`src/design/trsp_pkg.sv`:
```
// Shared constants, state type and control structs for the rate smoother.
// No dependencies.
package trsp_pkg;

    localparam int MAX_WINDOW   = 64;
    localparam int DELTA_AW     = $clog2(MAX_WINDOW);
    localparam int HIST_DEPTH   = 1024;
    localparam int HIST_AW      = $clog2(HIST_DEPTH);
    localparam int SAMPLE_W     = HIST_AW + 1;
    localparam int WIN_W        = 7;
    localparam int TOTAL_W      = 48;
    localparam int DELTA_W      = 32;
    localparam int SMOOTH_W     = 40;
    localparam int ACC_W        = DELTA_W + DELTA_AW;
    localparam int DIVIDEND_W   = ACC_W + 8;
    localparam int CNT_W        = 10;
    localparam int PEAK_FACTOR  = 10;
    localparam logic [WIN_W-1:0] DEFAULT_WINDOW = 7'd30;

    typedef enum logic [2:0] {
        ST_IDLE,
        ST_SUM,
        ST_DIV,
        ST_PEAK,
        ST_OUT
    } state_t;

    typedef struct packed {
        logic accept;
        logic sum_run;
        logic div_load;
        logic div_step;
        logic peak_load;
        logic peak_run;
        logic out_load;
    } cmd_t;

    typedef struct packed {
        logic sum_done;
        logic div_done;
        logic peak_done;
        logic out_busy;
    } sts_t;

endpackage

```
`src/design/trsp_ctrl.sv`:
```
// Sequencer for the rate smoother: sum, divide, peak walk, output.
// Depends on trsp_pkg.
module trsp_ctrl (
    input  logic          aclk,
    input  logic          aresetn,
    input  logic          s_valid,
    output logic          s_ready,
    input  trsp_pkg::sts_t sts,
    output trsp_pkg::cmd_t cmd
);
    import trsp_pkg::*;

    state_t state_reg, state_next;

    always_ff @(posedge aclk) begin
        if (!aresetn) begin
            state_reg <= ST_IDLE;
        end else begin
            state_reg <= state_next;
        end
    end

    always_comb begin
        state_next = state_reg;
        cmd        = '0;
        s_ready    = 1'b0;
        case (state_reg)
            ST_IDLE: begin
                s_ready = 1'b1;
                if (s_valid) begin
                    cmd.accept = 1'b1;
                    state_next = ST_SUM;
                end
            end
            ST_SUM: begin
                cmd.sum_run = 1'b1;
                if (sts.sum_done) begin
                    cmd.div_load = 1'b1;
                    state_next   = ST_DIV;
                end
            end
            ST_DIV: begin
                if (sts.div_done) begin
                    cmd.peak_load = 1'b1;
                    state_next    = ST_PEAK;
                end else begin
                    cmd.div_step = 1'b1;
                end
            end
            ST_PEAK: begin
                cmd.peak_run = 1'b1;
                if (sts.peak_done) begin
                    state_next = ST_OUT;
                end
            end
            ST_OUT: begin
                // hold until the previous result has gone
                if (!sts.out_busy) begin
                    cmd.out_load = 1'b1;
                    state_next   = ST_IDLE;
                end
            end
            default: begin
                state_next = ST_IDLE;
            end
        endcase
    end

endmodule

```
`config.mk`:
```
export PLATFORM = sky130hd
export DESIGN_NAME = trsp_ctrl
export DESIGN_NICKNAME = d
export VERILOG_FILES = /design/src/design/trsp_pkg.sv /design/src/design/trsp_ctrl.sv
export SDC_FILE = /design/constraint.sdc
export NUM_CORES = 1
export LEC_CHECK = 0
export ABC_CLOCK_PERIOD_IN_PS = 1680
export BUFFER_PORTS_ARGS = -buffer_cell sky130_fd_sc_hd__clkbuf_2
export CORE_AREA = 2 2 39 41
export DETAILED_ROUTE_END_ITERATION = 8
export DIE_AREA = 0 0 41 43
export HOLD_SLACK_MARGIN = 0.03
export PLACE_DENSITY_LB_ADDON = 0.2
export SLEW_MARGIN = 30
export SYNTH_ARGS = -nofsm -noshare
export SYNTH_HDL_FRONTEND = slang
export SYNTH_SLANG_ARGS = --single-unit
export TNS_END_PERCENT = 5
```
`constraint.sdc`:
```
create_clock -name aclk -period 1.68 [get_ports aclk]
set_input_delay 0.336 -clock aclk [delete_from_list [all_inputs] [get_ports aclk]]
set_output_delay 0.336 -clock aclk [all_outputs]
set_load 0.005 [all_outputs]
```
==> out/results.ini <==
[timing]
setup_viol=0
period_minus_slack_ns=1.47
slew_viol_final=0
max_freq_mhz=680
skew_ns=0.00176
tightest_slew_ns=0.278
setup_slack_ns=0.210
hold_viol_final=0
max_slew_margin_pct=81.5
fin_tns_setup_ns=0
finalCritPeriodShare_pct=87.5
rsz0062_at_grt=no

[critical_path]
crit_family=flip-flops
slowest_delay_ns=0.42
cp.arrival_ns=1.13
crit_chain=inv_2 -> nor4_1 -> clkbuf_2
critPathSlowestCell=dfxtp_2
worstPathRequired_ns=1.34
endpoint_kind=primary output
crit_path_max_fanout=9
cp-start-kind=flop
path_buf_inv=2
crit_type=flop to primary output

[floorplanning]
die-area_mm2=0.00176
pin_count=15
die_h_um=43
core_region_area_mm2=0.00138
initial_core_util_pct=18.0
die_w_um=41
num_rows=14

[detailed_routing]
drtPass1Iterations=1
drt-total-wl_um=535
wl_per_cell_um=8.92
postRouteAntennaNets=0
vias=252
via_per_inst=4.20
drcViolationCount=0
drt_iter0_drc=0

[placement]
post_dp_cell_area_um2=309
gp_congestion=0.707
hpwl_um=405
io_buffer_count=14
post-place-ws_ns=0.316

[logic_synthesis]
syn_inst=29
synth_area_leader_cell=dfxtp_1
synth_area_leaders=dfxtp_1 (24%), buf_6 (9.0%), a311oi_2 (6.0%), nand2_1 (6.0%), nand2b_4 (5.5%)
syn_area_um2=249
avgSynthCellArea_um2=8.59
synth_nets=36
yosysSeqAreaShare_pct=24.1
yosysWarningCount=0
synth_cell_type_count=21
synth_top_area_share_pct=24.1
synth_seq_cells=3

[global_route]
grt_start_max_net_pins=14
grt_antenna_before_repair=0
overflow=0
grt_pass1_vias=224
track_usage_pct=7.02
grt_pass1_wl_um=828

[layout]
antenna_cells=0
final_cell_area_um2=338
largest_reg_flops=3
area_growth_pct=35.7
drive_gt1_share_pct=59.1
final_nets=52

[clock_tree]
cts.clk_slew.worst_paths_ns=0.04
numCtsBuffers=3
cts.sinks=3
cts_tree=built
htree_levels=1
clk_latency_ns=0.24
cts_hold_buf=0
cts_root_buf=clkbuf_4
post-cts-setup-buffers=0
cts_buffer_depth=2

[pwr]
leakage_uw=0.000153
ir_drop_v=0.000209
finalPower_uw=283
powerDensity_mw_per_mm2=836

[min_path]
hold_class=input pin to flop

[run_status]
status=finished clean

[job]
max_cap_violations=0

## routing by layer
metal	share of wire [%]	vias up	track usage [%]
met2	45	11	8.75
met5	0	-	0
li1	-	135	-
met4	2.6	0	8.00
met1	44	104	9.62
met3	8.4	2	0
## final cells by class
| class | instances | area (um^2) |
|---|---|---|
| Multi-Input combinational cell | 22 | 155 |
| Inverter | 1 | 3.75 |
| Sequential cell | 3 | 62.6 |
| Fill cell | 164 | 1050 |
| Timing Repair Buffer | 14 | 70.1 |
| Tap cell | 16 | 20.0 |
| Clock buffer | 4 | 26.3 |
## worst reg2reg max path: stages (launching register included)
cell and delay (ns):
dfxtp_2 0.42, nor2b_2 0.20, nand4_1 0.10, o21ai_1 0.09
## worst paths after layout
path	startpoint	end	slack, ns	cells past startpoint
max	state_reg[1]$_SDFFE_PN0P_	cmd[3]	0.21	3
min	sts[0]	state_reg[2]$_SDFFE_PN0P_	0.34	3
max reg2reg	state_reg[1]$_SDFFE_PN0P_	state_reg[2]$_SDFFE_PN0P_	0.80	3
min reg2reg	state_reg[1]$_SDFFE_PN0P_	state_reg[0]$_SDFFE_PN0P_	0.57	2
## power breakdown
part / internal (uW) / total [uW] / switching [uW]
Combinational: 33.6 / 58.9 / 25.4
Clock: 89.2 / 129 / 39.9
Sequential: 78.0 / 94.5 / 16.5
Total: 201 / 283 / 81.8
## cell usage after synthesis
library cell,instances
a21oi_1,1
a21oi_2,1
a311oi_2,1
and2_1,2
and3b_1,1
buf_4,1
buf_6,2
dfxtp_1,3
inv_2,1
nand2_1,4
nand2b_4,1
nand4_1,1
nor2_1,2
nor2b_2,1
nor3_1,1
nor3_2,1
nor3b_1,1
nor4_1,1
o211ai_1,1
o211ai_2,1
o21ai_1,1
## cells by family after synthesis
group	synth area share, %
simple gates	40.7
compound gates	21.6
buf+inv	13.6
flops	24.1
## what timing repair did
action,CTS,global route
setup endpoints to repair,0,2
endpoints found under the hold margin,0,0
resized for setup,0,2
## stage by stage
step                      std cells  hold WS (ns)  utilization (%)
after floorplan                  29         0.459                -
after global placement           56         0.581             22.3
after CTS                        60         0.333             24.2
after global routing             60         0.347             24.4
final                            60         0.337             24.4
after detailed placement         56         0.584             22.3
## cells in the final DEF (no fill, tap or decap), types with 2 or more instances in the layout
| master | Yosys | final |
|---|---|---|
| clkbuf_2 | 0 | 14 |
| nand2_1 | 4 | 4 |
| clkbuf_4 | 0 | 3 |
| and2_1 | 2 | 2 |
| nor2_1 | 2 | 2 |
| dfxtp_2 | 0 | 2 |
(Power assumes the default switching activity.)
